[src/rtl/cf2slcan_pkg.sv]
// ----------------------------------------------------------------------------
// cf2slcan_pkg
// Shared types, constants and helpers of the CAN frame to SLCAN line encoder.
// ----------------------------------------------------------------------------
package cf2slcan_pkg;

  localparam int unsigned CfgIdxW      = 2;
  localparam int unsigned QueueDepthDef = 2;
  localparam int unsigned MaxBytes     = 8;

  localparam logic [CfgIdxW-1:0] CFG_CHANNEL_OPEN  = 2'd0;
  localparam logic [CfgIdxW-1:0] CFG_TIMESTAMP_EN  = 2'd1;
  localparam logic [CfgIdxW-1:0] CFG_LINE_FEED_EN  = 2'd2;

  localparam logic [7:0] ChExtData = 8'h54;  // T
  localparam logic [7:0] ChExtRtr  = 8'h52;  // R
  localparam logic [7:0] ChStdData = 8'h74;  // t
  localparam logic [7:0] ChStdRtr  = 8'h72;  // r
  localparam logic [7:0] ChCr      = 8'h0D;
  localparam logic [7:0] ChLf      = 8'h0A;

  typedef struct packed {
    logic [7:0]  prefix;
    logic        extended;
    logic [28:0] identifier;
    logic [3:0]  length;
    logic [3:0]  nbytes;
    logic [63:0] payload;
    logic [15:0] time_ms;
    logic        ts_en;
    logic        lf_en;
  } frame_desc_t;

  typedef enum logic [3:0] {
    ST_IDLE,
    ST_HEAD,
    ST_ID,
    ST_LEN,
    ST_DATA,
    ST_TIME,
    ST_CR,
    ST_CR2,
    ST_LF
  } back_state_e;

  // upper-case hex digit
  function automatic logic [7:0] hex_char(input logic [3:0] nib);
    logic [7:0] ch;
    if (nib < 4'd10) begin
      ch = 8'h30 + {4'b0000, nib};
    end else begin
      ch = 8'h37 + {4'b0000, nib};
    end
    return ch;
  endfunction

endpackage

[src/rtl/cf2slcan_front.sv]
// ----------------------------------------------------------------------------
// cf2slcan_front
// Holds the configuration, accepts frames, drops them while the channel is
// closed and builds the line descriptor pushed into the queue.
// ----------------------------------------------------------------------------
module cf2slcan_front (
  input  logic                                clk_i,
  input  logic                                rst_ni,
  input  logic                                cfg_we_i,
  input  logic [cf2slcan_pkg::CfgIdxW-1:0]    cfg_idx_i,
  input  logic [0:0]                          cfg_data_i,
  input  logic                                in_valid_i,
  output logic                                in_stall_o,
  input  logic                                extended_i,
  input  logic                                remote_i,
  input  logic [28:0]                         identifier_i,
  input  logic [3:0]                          length_i,
  input  logic [63:0]                         payload_i,
  input  logic [15:0]                         time_ms_i,
  input  logic                                q_full_i,
  output logic                                push_o,
  output cf2slcan_pkg::frame_desc_t           desc_o
);

  logic open_q, open_d;
  logic ts_q, ts_d;
  logic lf_q, lf_d;

  always_comb begin
    open_d = open_q;
    ts_d   = ts_q;
    lf_d   = lf_q;
    if (cfg_we_i) begin
      case (cfg_idx_i)
        cf2slcan_pkg::CFG_CHANNEL_OPEN: open_d = cfg_data_i[0];
        cf2slcan_pkg::CFG_TIMESTAMP_EN: ts_d   = cfg_data_i[0];
        cf2slcan_pkg::CFG_LINE_FEED_EN: lf_d   = cfg_data_i[0];
        default: ;
      endcase
    end
  end

  always_ff @(posedge clk_i or negedge rst_ni) begin
    if (!rst_ni) begin
      open_q <= 1'b0;
      ts_q   <= 1'b0;
      lf_q   <= 1'b0;
    end else begin
      open_q <= open_d;
      ts_q   <= ts_d;
      lf_q   <= lf_d;
    end
  end

  assign in_stall_o = q_full_i;
  assign push_o     = in_valid_i && !q_full_i && open_q;

  always_comb begin
    case ({extended_i, remote_i})
      2'b11:   desc_o.prefix = cf2slcan_pkg::ChExtRtr;
      2'b10:   desc_o.prefix = cf2slcan_pkg::ChExtData;
      2'b01:   desc_o.prefix = cf2slcan_pkg::ChStdRtr;
      default: desc_o.prefix = cf2slcan_pkg::ChStdData;
    endcase
    desc_o.extended   = extended_i;
    desc_o.identifier = identifier_i;
    desc_o.length     = length_i;
    desc_o.nbytes     = (length_i > 4'(cf2slcan_pkg::MaxBytes)) ?
                        4'(cf2slcan_pkg::MaxBytes) : length_i;
    desc_o.payload    = payload_i;
    desc_o.time_ms    = time_ms_i;
    desc_o.ts_en      = ts_q;
    desc_o.lf_en      = lf_q;
  end

endmodule

[src/rtl/cf2slcan_queue.sv]
// ----------------------------------------------------------------------------
// cf2slcan_queue
// Short descriptor queue between the front and the line sequencer.
// ----------------------------------------------------------------------------
module cf2slcan_queue #(
  parameter int unsigned Depth = cf2slcan_pkg::QueueDepthDef
) (
  input  logic                      clk_i,
  input  logic                      rst_ni,
  input  logic                      push_i,
  input  cf2slcan_pkg::frame_desc_t wr_data_i,
  output logic                      full_o,
  input  logic                      pop_i,
  output logic                      rd_valid_o,
  output cf2slcan_pkg::frame_desc_t rd_data_o
);

  localparam int unsigned PtrW = (Depth > 1) ? $clog2(Depth) : 1;
  localparam int unsigned CntW = $clog2(Depth + 1);

  cf2slcan_pkg::frame_desc_t mem_q [Depth];
  logic [PtrW-1:0] wptr_q, wptr_d;
  logic [PtrW-1:0] rptr_q, rptr_d;
  logic [CntW-1:0] cnt_q, cnt_d;

  function automatic logic [PtrW-1:0] ptr_inc(input logic [PtrW-1:0] p);
    return (p == PtrW'(Depth - 1)) ? '0 : p + 1'b1;
  endfunction

  assign full_o     = (cnt_q == CntW'(Depth));
  assign rd_valid_o = (cnt_q != '0);
  assign rd_data_o  = mem_q[rptr_q];

  always_comb begin
    wptr_d = push_i ? ptr_inc(wptr_q) : wptr_q;
    rptr_d = pop_i ? ptr_inc(rptr_q) : rptr_q;
    cnt_d  = cnt_q;
    if (push_i && !pop_i) begin
      cnt_d = cnt_q + 1'b1;
    end else if (!push_i && pop_i) begin
      cnt_d = cnt_q - 1'b1;
    end
  end

  always_ff @(posedge clk_i or negedge rst_ni) begin
    if (!rst_ni) begin
      wptr_q <= '0;
      rptr_q <= '0;
      cnt_q  <= '0;
    end else begin
      wptr_q <= wptr_d;
      rptr_q <= rptr_d;
      cnt_q  <= cnt_d;
    end
  end

  always_ff @(posedge clk_i) begin
    if (push_i) begin
      mem_q[wptr_q] <= wr_data_i;
    end
  end

endmodule

[src/rtl/cf2slcan_back.sv]
// ----------------------------------------------------------------------------
// cf2slcan_back
// Line sequencer: walks one descriptor and emits its characters, one per
// cycle while the output is not stalled, through an output register.
// ----------------------------------------------------------------------------
module cf2slcan_back (
  input  logic                      clk_i,
  input  logic                      rst_ni,
  input  logic                      rd_valid_i,
  input  cf2slcan_pkg::frame_desc_t rd_data_i,
  output logic                      pop_o,
  output logic                      out_valid_o,
  input  logic                      out_stall_i,
  output logic [7:0]                character_o,
  output logic                      last_o
);

  cf2slcan_pkg::back_state_e state_q, state_d;
  cf2slcan_pkg::frame_desc_t desc_q;
  logic [3:0] cnt_q, cnt_d;
  logic       out_valid_q, out_valid_d;
  logic [7:0] char_q;
  logic       last_q;

  logic [31:0] id32;
  logic [3:0]  nib;
  logic [3:0]  stop;
  logic [7:0]  char_c;
  logic        last_c;
  logic        done_c;
  logic        adv;
  logic        emit;

  assign id32 = {3'b000, desc_q.identifier};
  assign stop = 4'(5'd16 - {desc_q.nbytes, 1'b0});
  assign adv  = !out_valid_q || !out_stall_i;
  assign emit = (state_q != cf2slcan_pkg::ST_IDLE) && adv;

  // character of the current position
  always_comb begin
    nib    = '0;
    char_c = '0;
    last_c = 1'b0;
    done_c = 1'b0;
    case (state_q)
      cf2slcan_pkg::ST_HEAD: begin
        char_c = desc_q.prefix;
      end
      cf2slcan_pkg::ST_ID: begin
        nib    = id32[{cnt_q[2:0], 2'b00} +: 4];
        char_c = cf2slcan_pkg::hex_char(nib);
        done_c = (cnt_q == 4'd0);
      end
      cf2slcan_pkg::ST_LEN: begin
        nib    = desc_q.length;
        char_c = cf2slcan_pkg::hex_char(nib);
      end
      cf2slcan_pkg::ST_DATA: begin
        nib    = desc_q.payload[{cnt_q, 2'b00} +: 4];
        char_c = cf2slcan_pkg::hex_char(nib);
        done_c = (cnt_q == stop);
      end
      cf2slcan_pkg::ST_TIME: begin
        nib    = desc_q.time_ms[{cnt_q[1:0], 2'b00} +: 4];
        char_c = cf2slcan_pkg::hex_char(nib);
        done_c = (cnt_q == 4'd0);
      end
      cf2slcan_pkg::ST_CR: begin
        char_c = cf2slcan_pkg::ChCr;
        last_c = !desc_q.lf_en;
      end
      cf2slcan_pkg::ST_CR2: begin
        char_c = cf2slcan_pkg::ChCr;
      end
      cf2slcan_pkg::ST_LF: begin
        char_c = cf2slcan_pkg::ChLf;
        last_c = 1'b1;
      end
      default: ;
    endcase
  end

  // next state
  always_comb begin
    state_d = state_q;
    cnt_d   = cnt_q;
    pop_o   = 1'b0;
    case (state_q)
      cf2slcan_pkg::ST_IDLE: begin
        if (rd_valid_i) begin
          pop_o   = 1'b1;
          state_d = cf2slcan_pkg::ST_HEAD;
        end
      end
      cf2slcan_pkg::ST_HEAD: begin
        if (emit) begin
          state_d = cf2slcan_pkg::ST_ID;
          cnt_d   = desc_q.extended ? 4'd7 : 4'd2;
        end
      end
      cf2slcan_pkg::ST_ID: begin
        if (emit) begin
          if (done_c) begin
            state_d = cf2slcan_pkg::ST_LEN;
          end else begin
            cnt_d = cnt_q - 1'b1;
          end
        end
      end
      cf2slcan_pkg::ST_LEN: begin
        if (emit) begin
          if (desc_q.nbytes != 4'd0) begin
            state_d = cf2slcan_pkg::ST_DATA;
            cnt_d   = 4'd15;
          end else if (desc_q.ts_en) begin
            state_d = cf2slcan_pkg::ST_TIME;
            cnt_d   = 4'd3;
          end else begin
            state_d = cf2slcan_pkg::ST_CR;
          end
        end
      end
      cf2slcan_pkg::ST_DATA: begin
        if (emit) begin
          if (!done_c) begin
            cnt_d = cnt_q - 1'b1;
          end else if (desc_q.ts_en) begin
            state_d = cf2slcan_pkg::ST_TIME;
            cnt_d   = 4'd3;
          end else begin
            state_d = cf2slcan_pkg::ST_CR;
          end
        end
      end
      cf2slcan_pkg::ST_TIME: begin
        if (emit) begin
          if (done_c) begin
            state_d = cf2slcan_pkg::ST_CR;
          end else begin
            cnt_d = cnt_q - 1'b1;
          end
        end
      end
      cf2slcan_pkg::ST_CR: begin
        if (emit) begin
          state_d = desc_q.lf_en ? cf2slcan_pkg::ST_CR2 : cf2slcan_pkg::ST_IDLE;
        end
      end
      cf2slcan_pkg::ST_CR2: begin
        if (emit) begin
          state_d = cf2slcan_pkg::ST_LF;
        end
      end
      cf2slcan_pkg::ST_LF: begin
        if (emit) begin
          state_d = cf2slcan_pkg::ST_IDLE;
        end
      end
      default: state_d = cf2slcan_pkg::ST_IDLE;
    endcase
  end

  always_comb begin
    out_valid_d = out_valid_q;
    if (emit) begin
      out_valid_d = 1'b1;
    end else if (adv) begin
      out_valid_d = 1'b0;
    end
  end

  always_ff @(posedge clk_i or negedge rst_ni) begin
    if (!rst_ni) begin
      state_q     <= cf2slcan_pkg::ST_IDLE;
      cnt_q       <= '0;
      out_valid_q <= 1'b0;
    end else begin
      state_q     <= state_d;
      cnt_q       <= cnt_d;
      out_valid_q <= out_valid_d;
    end
  end

  always_ff @(posedge clk_i) begin
    if (pop_o) begin
      desc_q <= rd_data_i;
    end
    if (emit) begin
      char_q <= char_c;
      last_q <= last_c;
    end
  end

  assign out_valid_o = out_valid_q;
  assign character_o = char_q;
  assign last_o      = last_q;

endmodule

[src/rtl/can_frame_to_slcan_ascii.sv]
// ----------------------------------------------------------------------------
// can_frame_to_slcan_ascii
// Encodes one received CAN frame into its SLCAN text line, one character
// per output beat.
//
//   Channel  Dir  Handshake                Payload
//   in       in   in_valid_i / in_stall_o  extended, remote, identifier,
//                                          length, payload, time_ms
//   out      out  out_valid_o/ out_stall_i character, last
//   cfg      in   cfg_we_i                 cfg_idx_i, cfg_data_i
//
// A line is 6 to 33 characters, one per cycle while the output is not
// stalled; the sequencer passes through its idle state to load the next frame.
// Frames queue up to QueueDepth deep while a line is being sent.
// Reset clears the configuration (channel closed), the queue and the
// sequencer. Output stall holds the current character; the input stalls
// only when the queue is full. Frames taken while closed are dropped.
// ----------------------------------------------------------------------------
module can_frame_to_slcan_ascii #(
  parameter int unsigned QueueDepth = cf2slcan_pkg::QueueDepthDef
) (
  input  logic                             clk_i,
  input  logic                             rst_ni,
  input  logic                             cfg_we_i,
  input  logic [cf2slcan_pkg::CfgIdxW-1:0] cfg_idx_i,
  input  logic [0:0]                       cfg_data_i,
  input  logic                             in_valid_i,
  output logic                             in_stall_o,
  input  logic                             extended_i,
  input  logic                             remote_i,
  input  logic [28:0]                      identifier_i,
  input  logic [3:0]                       length_i,
  input  logic [63:0]                      payload_i,
  input  logic [15:0]                      time_ms_i,
  output logic                             out_valid_o,
  input  logic                             out_stall_i,
  output logic [7:0]                       character_o,
  output logic                             last_o
);

  logic                      q_full;
  logic                      push;
  logic                      pop;
  logic                      rd_valid;
  cf2slcan_pkg::frame_desc_t wr_desc;
  cf2slcan_pkg::frame_desc_t rd_desc;

  cf2slcan_front u_front (
    .clk_i       (clk_i),
    .rst_ni      (rst_ni),
    .cfg_we_i    (cfg_we_i),
    .cfg_idx_i   (cfg_idx_i),
    .cfg_data_i  (cfg_data_i),
    .in_valid_i  (in_valid_i),
    .in_stall_o  (in_stall_o),
    .extended_i  (extended_i),
    .remote_i    (remote_i),
    .identifier_i(identifier_i),
    .length_i    (length_i),
    .payload_i   (payload_i),
    .time_ms_i   (time_ms_i),
    .q_full_i    (q_full),
    .push_o      (push),
    .desc_o      (wr_desc)
  );

  cf2slcan_queue #(
    .Depth(QueueDepth)
  ) u_queue (
    .clk_i     (clk_i),
    .rst_ni    (rst_ni),
    .push_i    (push),
    .wr_data_i (wr_desc),
    .full_o    (q_full),
    .pop_i     (pop),
    .rd_valid_o(rd_valid),
    .rd_data_o (rd_desc)
  );

  cf2slcan_back u_back (
    .clk_i      (clk_i),
    .rst_ni     (rst_ni),
    .rd_valid_i (rd_valid),
    .rd_data_i  (rd_desc),
    .pop_o      (pop),
    .out_valid_o(out_valid_o),
    .out_stall_i(out_stall_i),
    .character_o(character_o),
    .last_o     (last_o)
  );

endmodule

[config.mk]
export PLATFORM = sky130hd
export DESIGN_NAME = can_frame_to_slcan_ascii
export DESIGN_NICKNAME = d
export VERILOG_FILES = /design/src/rtl/cf2slcan_pkg.sv /design/src/rtl/cf2slcan_front.sv /design/src/rtl/cf2slcan_queue.sv /design/src/rtl/cf2slcan_back.sv /design/src/rtl/can_frame_to_slcan_ascii.sv
export SDC_FILE = /design/constraint.sdc
export NUM_CORES = 1
export LEC_CHECK = 0
export BUFFER_PORTS_ARGS = -buffer_cell sky130_fd_sc_hd__buf_2
export CAP_MARGIN = 20
export CORE_ASPECT_RATIO = 1.4
export CORE_UTILIZATION = 35
export CTS_BUF_LIST = sky130_fd_sc_hd__clkbuf_8
export DETAILED_ROUTE_END_ITERATION = 7
export GPL_ROUTABILITY_DRIVEN = 0
export MAX_ROUTING_LAYER = met4
export PLACE_DENSITY = 0.48
export SLEW_MARGIN = 20
export SYNTH_ARGS = -nofsm -noshare
export SYNTH_HDL_FRONTEND = slang
export SYNTH_HIERARCHICAL = 1
export SYNTH_SLANG_ARGS = --single-unit
[constraint.sdc]
create_clock -name clk_i -period 8.9 [get_ports clk_i]
set_input_delay 0.89 -clock clk_i [delete_from_list [all_inputs] [get_ports clk_i]]
set_output_delay 0.89 -clock clk_i [all_outputs]
set_load 0.02 [all_outputs]
* Yosys cells after proc, flatten, opt, wreduce, memory -nomap -nowiden
Memory sizes are Yosys's and may differ from the RTL's. A register that Yosys moved wholly into a read port is not among the register bits. Index checks and enable logic that the tools add are counted.
Cells by class: reduce and logical (&&, ||, !) cells 28, muxes and demuxes 45, $add $sub $neg 14, magnitude comparators 5, equality and inequality tests 29, shift operators 3
Operator list (count):
- 4-bit two-way mux | 22
- 64-bit by 7-bit indexed part select with 4-bit output | 1
- 6-bit by 4-bit adder with 7-bit output (first input constant) | 8
- 8-bit case mux with 7 select lines | 1
- 4-bit case mux with 9 select lines | 1
- 8-bit two-way mux | 4
- 32-bit by 6-bit indexed part select with 4-bit output | 1
- 2-bit by 1-bit inequality test with 1-bit output (second input constant) | 12
- 6-bit case mux with 3 select lines | 1
- 4-bit by 3-bit equality test with 1-bit output (second input constant) | 4
- 4-bit less-than comparator (second input constant) | 4
- 4-bit case mux with 4 select lines | 1
- 16-bit by 5-bit indexed part select with 4-bit output | 1
- 12-bit AND reduction | 1
- 4-bit nonzero test | 3
- 2-bit equality test (second input constant) | 4
- 4-bit by 2-bit equality test with 1-bit output (second input constant) | 2
- 4-bit zero test | 2
- 1-bit two-way mux | 8
- 1-bit zero test | 6
- 2-bit two-way mux | 3
- 3-bit two-way mux | 2
- 2-bit AND reduction | 3
- 6-bit AND reduction | 1
- 17 further kinds | 28
Word-level totals: register bits after elaboration 33, logic and storage cells 137, input bits 123, memories kept 1, memory bits (writable) 252, output and inout bits 11
Memory list:
- u_queue.mem_q | depth 2, width 126, rd ports 1, clocked after Yosys merged registers in 1, wr ports 1, line cf2slcan_queue.sv:21 | cf2slcan_pkg::frame_desc_t mem_q [Depth];

* Depth between registers and ports, before layout
depth in word-level cells 8, gate-level depth with buffers 12, mapped depth without buffers 9

* Cells and area by module
Netlist, hierarchy kept.
By module, submodules not included:
- cf2slcan_queue | area each 9469.1 µm², cells an instance 414, instances 1, sequential area each 7787.5 µm²
- cf2slcan_back | area each 6495.0 µm², cells an instance 426, instances 1, sequential area each 4339.2 µm²
- cf2slcan_front | area each 1101.1 µm², cells an instance 142, instances 1, sequential area each 75.1 µm²

* Least setup slack after synthesis
Ideal clock, no wire load.
kind input -> register, start point in in_valid_i, end point mem u_queue/mem_q[0][0] in the netlist's numbering (enable), required time 8268 ps, stages on the path 3, path slack 1485 ps, library setup time 632 ps, buffers on the path 0, arrival 6783 ps, cells stage by stage nand2_1 > nor2_1 > nor2b_1
Between the ends: longest elaborated chain between the ends 4
Ends and longest elaborated chain:
- start, declared | line can_frame_to_slcan_ascii.sv:27 | input logic in_valid_i,
- 1-bit logical AND (2 in series) | line cf2slcan_front.sv:56 | assign push_o = in_valid_i && !q_full_i && open_q;
- named net push | line can_frame_to_slcan_ascii.sv:42 | logic push;
- 1-bit two-way mux | line cf2slcan_queue.sv:58 | if (push_i) begin
- 1-bit two-way mux (implied by the code) | line cf2slcan_queue.sv:59 | mem_q[wptr_q] <= wr_data_i;
- end, declared | line cf2slcan_queue.sv:21
The timed path passes the listed nets, and every way through them passes these cells.

* Worst setup path after layout
start point reg u_back.state_q[3], end point reg u_back/desc_q[37] (netlist name)
Between the ends: longest elaborated chain between the ends 2
Ends and longest elaborated chain:
- start, declared | line cf2slcan_back.sv:18 | cf2slcan_pkg::back_state_e state_q, state_d;
- start signal, assigned | line cf2slcan_back.sv:174 | state_q <= cf2slcan_pkg::ST_IDLE;
- start signal, assigned | line cf2slcan_back.sv:178 | state_q <= state_d;
- 4-bit zero test | line cf2slcan_back.sv:88 | case (state_q)
- 1-bit two-way mux | line cf2slcan_back.sv:88
- named net pop | line can_frame_to_slcan_ascii.sv:43 | logic pop;
The timed path passes the listed nets, and every way through them passes these cells. A chain may end at the register's enable or synchronous reset.

==> impl_metrics.tcl <==
set metrics [dict create \
    drtAntennaViolNets 0 \
    grt_max_degree 129 \
    cts_sinks 409 \
    path_class "reg -> reg" \
    vias_per_cell 4.73 \
    synth_top_flop_cell "edfxtp_1" \
    drt_first_pass_iters 6 \
    ys_async_sr_fraction 0.0391 \
    cts_buffer_depth 3 \
    critPathSlowestCell "and3_4" \
    cap_violations 0 \
    pre_cts_slack_ns 5.29 \
    outcome "finished, final reports clean" \
    hold_violations 0 \
    synthTopCellsByArea "edfxtp_1, mux2_2, buf_4" \
    multiInputGateArea_sq_mm 0.00362 \
    layout-drive-gt1-share 0.372 \
    peakVddDrop_mv 0.180 \
    yosysUniqueCellTypes 68 \
    slew-limit-headroom 0.358 \
    cts-buffers-inserted 68 \
    yosysMostFrequentCell "edfxtp_1" \
    dp_hpwl_mm 20.9 \
    p_sw_frac 0.316 \
    p_int_uw 4180 \
    start_kind "flop" \
    die_area_sq_mm 0.0497 \
    reg2reg_depth 4 \
    netlist_instances 982 \
    die_y_microns 263 \
    fin_cells 1717 \
    synth_area_leader_cell "edfxtp_1" \
    initial_core_util 0.355 \
    syn-cell-area_sq_mm 0.0171 \
    place_inst 1597 \
    regArea_sq_mm 0.0122 \
    io_pins 134 \
    hp-class "in -> async" \
    fin_setup_tns_ns 0 \
    cts_root_buffer "clkbuf_8" \
    rows 95 \
    path_cells "nor2_1 -> and3_4 -> buf_4 -> buf_12" \
    finalWorstSetupSlack_ns 5.61 \
    holdWs_ns 0.212 \
    clk_latency_ns 0.61 \
    worst_path_largest_cell_delay_ns 0.75 \
    drt_wl_total_mm 33.8 \
    setup_viol 0 \
    fp.dieW_microns 189 \
    cp_max_fo 48 \
    drv_slew 0 \
    grt_pass1_wl_mm 51.3 \
    crit_arrival_ns 3.57 \
    synth_top_area_share 0.692 \
    fin_skew_ns 0.0345 \
    p_clk_frac 0.261 \
    clk_pin_slew_ns 0.06 \
    period_needed_ns 3.29 \
    p_switching_uw 1930 \
    num_vias 8128 \
    wire_per_inst_microns 19.7 \
    p_leak_uw 0.00646 \
    postCtsSetupRepairBufs 0 \
    coreArea_sq_mm 0.0480 \
    synth-edff-count 393 \
    synthTopCellsByCount "edfxtp_1, mux2_2, buf_4, mux4_2, nor2_1" \
    nFillCells 4530 \
    fmax_ghz 0.304 \
    htree_levels 3 \
    p_comb_frac 0.275 \
    synth-seq-cells 409 \
    post_cts_resized 0 \
    cts_tree "yes" \
    ys_seq_area_frac 0.715 \
    drt_iter0_markers 511 \
    grt_pass1_vias 8758 \
    port_buffers 133 \
    final_nets 1169 \
    p_seq_frac 0.464 \
    min_period_over_period 0.370 \
    cts_hold_buf 0 \
    syn_to_final_growth_pct 9.96 \
    powerDensity_mw_per_mm2 326 \
    required_ns 9.18 \
    drc 0 \
    rsz0062_at_grt "no" \
    cp-end-kind "flop" \
    synth.avg_cell_area_sq_um 17.4 \
    yosysWarnings 6 \
    grt_usage 0.143 \
    antenna_found_initial 1 \
    overflow 0 \
    worst_pin_slew_ns 0.963 \
]
## path summary, 6_finish.rpt
path	start	endpoint	slack, ns
setup reg to reg	u_back/state_q[3]	u_back/desc_q[37]	5.61
min in group clk_i	payload_i[46]	u_queue/mem_q[0][64]	0.47
setup / recovery	u_back/state_q[3]	u_back/desc_q[37]	5.61
max in group asynchronous	rst_ni	u_queue/rptr_q	8.37
hold / removal	rst_ni	u_queue/wptr_q	0.21
hold reg to reg	u_queue/cnt_q[1]	u_queue/cnt_q[1]	0.48
## metal layers
metal,vias up,global-route usage,wire (microns)
met5,-,-,0
met3,66,0.0261,1340
met1,4106,0.163,13700
met2,201,0.247,18000
met4,0,0.0573,775
li1,3755,-,-
## worst max-delay path, delay by kind of cell (launching register included)
kind / cells / cell delay (ns)
DFF: 1 / 0.61
buffers and inverters: 2 / 0.90
and+or+nand+nor: 2 / 1.37
## layout by cell type (no fill, tap or decap), types with 7 or more instances in the layout
| master | netlist | layout |
|---|---|---|
| o21ai_0 | 13 | 13 |
| inv_1 | 20 | 36 |
| mux2i_1 | 12 | 12 |
| nor2b_1 | 10 | 9 |
| o21ai_1 | 8 | 8 |
| nand3_1 | 10 | 10 |
| a21oi_1 | 16 | 16 |
| mux2_2 | 129 | 129 |
| clkinv_1 | 0 | 13 |
| ha_1 | 8 | 8 |
| mux4_2 | 24 | 24 |
| nand2_1 | 23 | 23 |
| edfxtp_1 | 393 | 393 |
| clkbuf_8 | 0 | 70 |
| dfrtp_1 | 16 | 13 |
| nor2_1 | 24 | 24 |
| a22oi_1 | 8 | 8 |
| clkinv_2 | 0 | 7 |
| buf_2 | 11 | 133 |
## power by group through the flow
stage | clock network (uW) | logic (uW) | registers [uW]
floorplan | 0 | 1390 | 2780
global placement | 0 | 1710 | 2870
detailed placement | 0 | 1710 | 2880
CTS | 1670 | 1720 | 2840
global route | 1750 | 1830 | 2870
finish | 1600 | 1680 | 2830
## metrics by stage
step | utilization | power [uW] | instance area [sq um]
after floorplan | - | 4160 | 17100
after global placement | 0.363 | 4580 | 17400
after detailed placement | 0.363 | 4590 | 17400
after CTS | 0.390 | 6230 | 18700
after global routing | 0.391 | 6450 | 18800
final | 0.391 | 6110 | 18800
## area by class of cell
class | instances | area share
flip-flops and latches | 409 | 0.651
multi-input cells | 392 | 0.193
clock buffers | 70 | 0.0513
well taps | 630 | 0.0420
repair buffers | 141 | 0.0402
clock inverters | 48 | 0.0175
inverters | 26 | 0.00520
diodes | 1 | 0.000133
## kinds of logic (layout without fill, tap and decap cells)
kind of cell             Yosys count  after routing  share of synthesized area
other                              2              6                   0.000440
flip-flops                       409            409                      0.715
buffers and inverters            184            285                     0.0743
adder cells (fa/ha/maj)            8              8                    0.00587
XOR/XNOR                          12             12                    0.00660
AND/OR/NAND/NOR                  107            107                     0.0346
multiplexers                     168            168                      0.126
AO/OA/AOI/OAI                     92             92                     0.0374
## registers in the layout (all words and copies together) (netlist names), 2 cells and up
signal / count
u_back/character_o: 8
u_back/desc_q: 128
u_back/cnt_q: 4
u_queue/cnt_q: 2
u_queue/mem_q: 256
u_back/state_q: 4
Note: power is estimated with default switching activity, not from simulation.
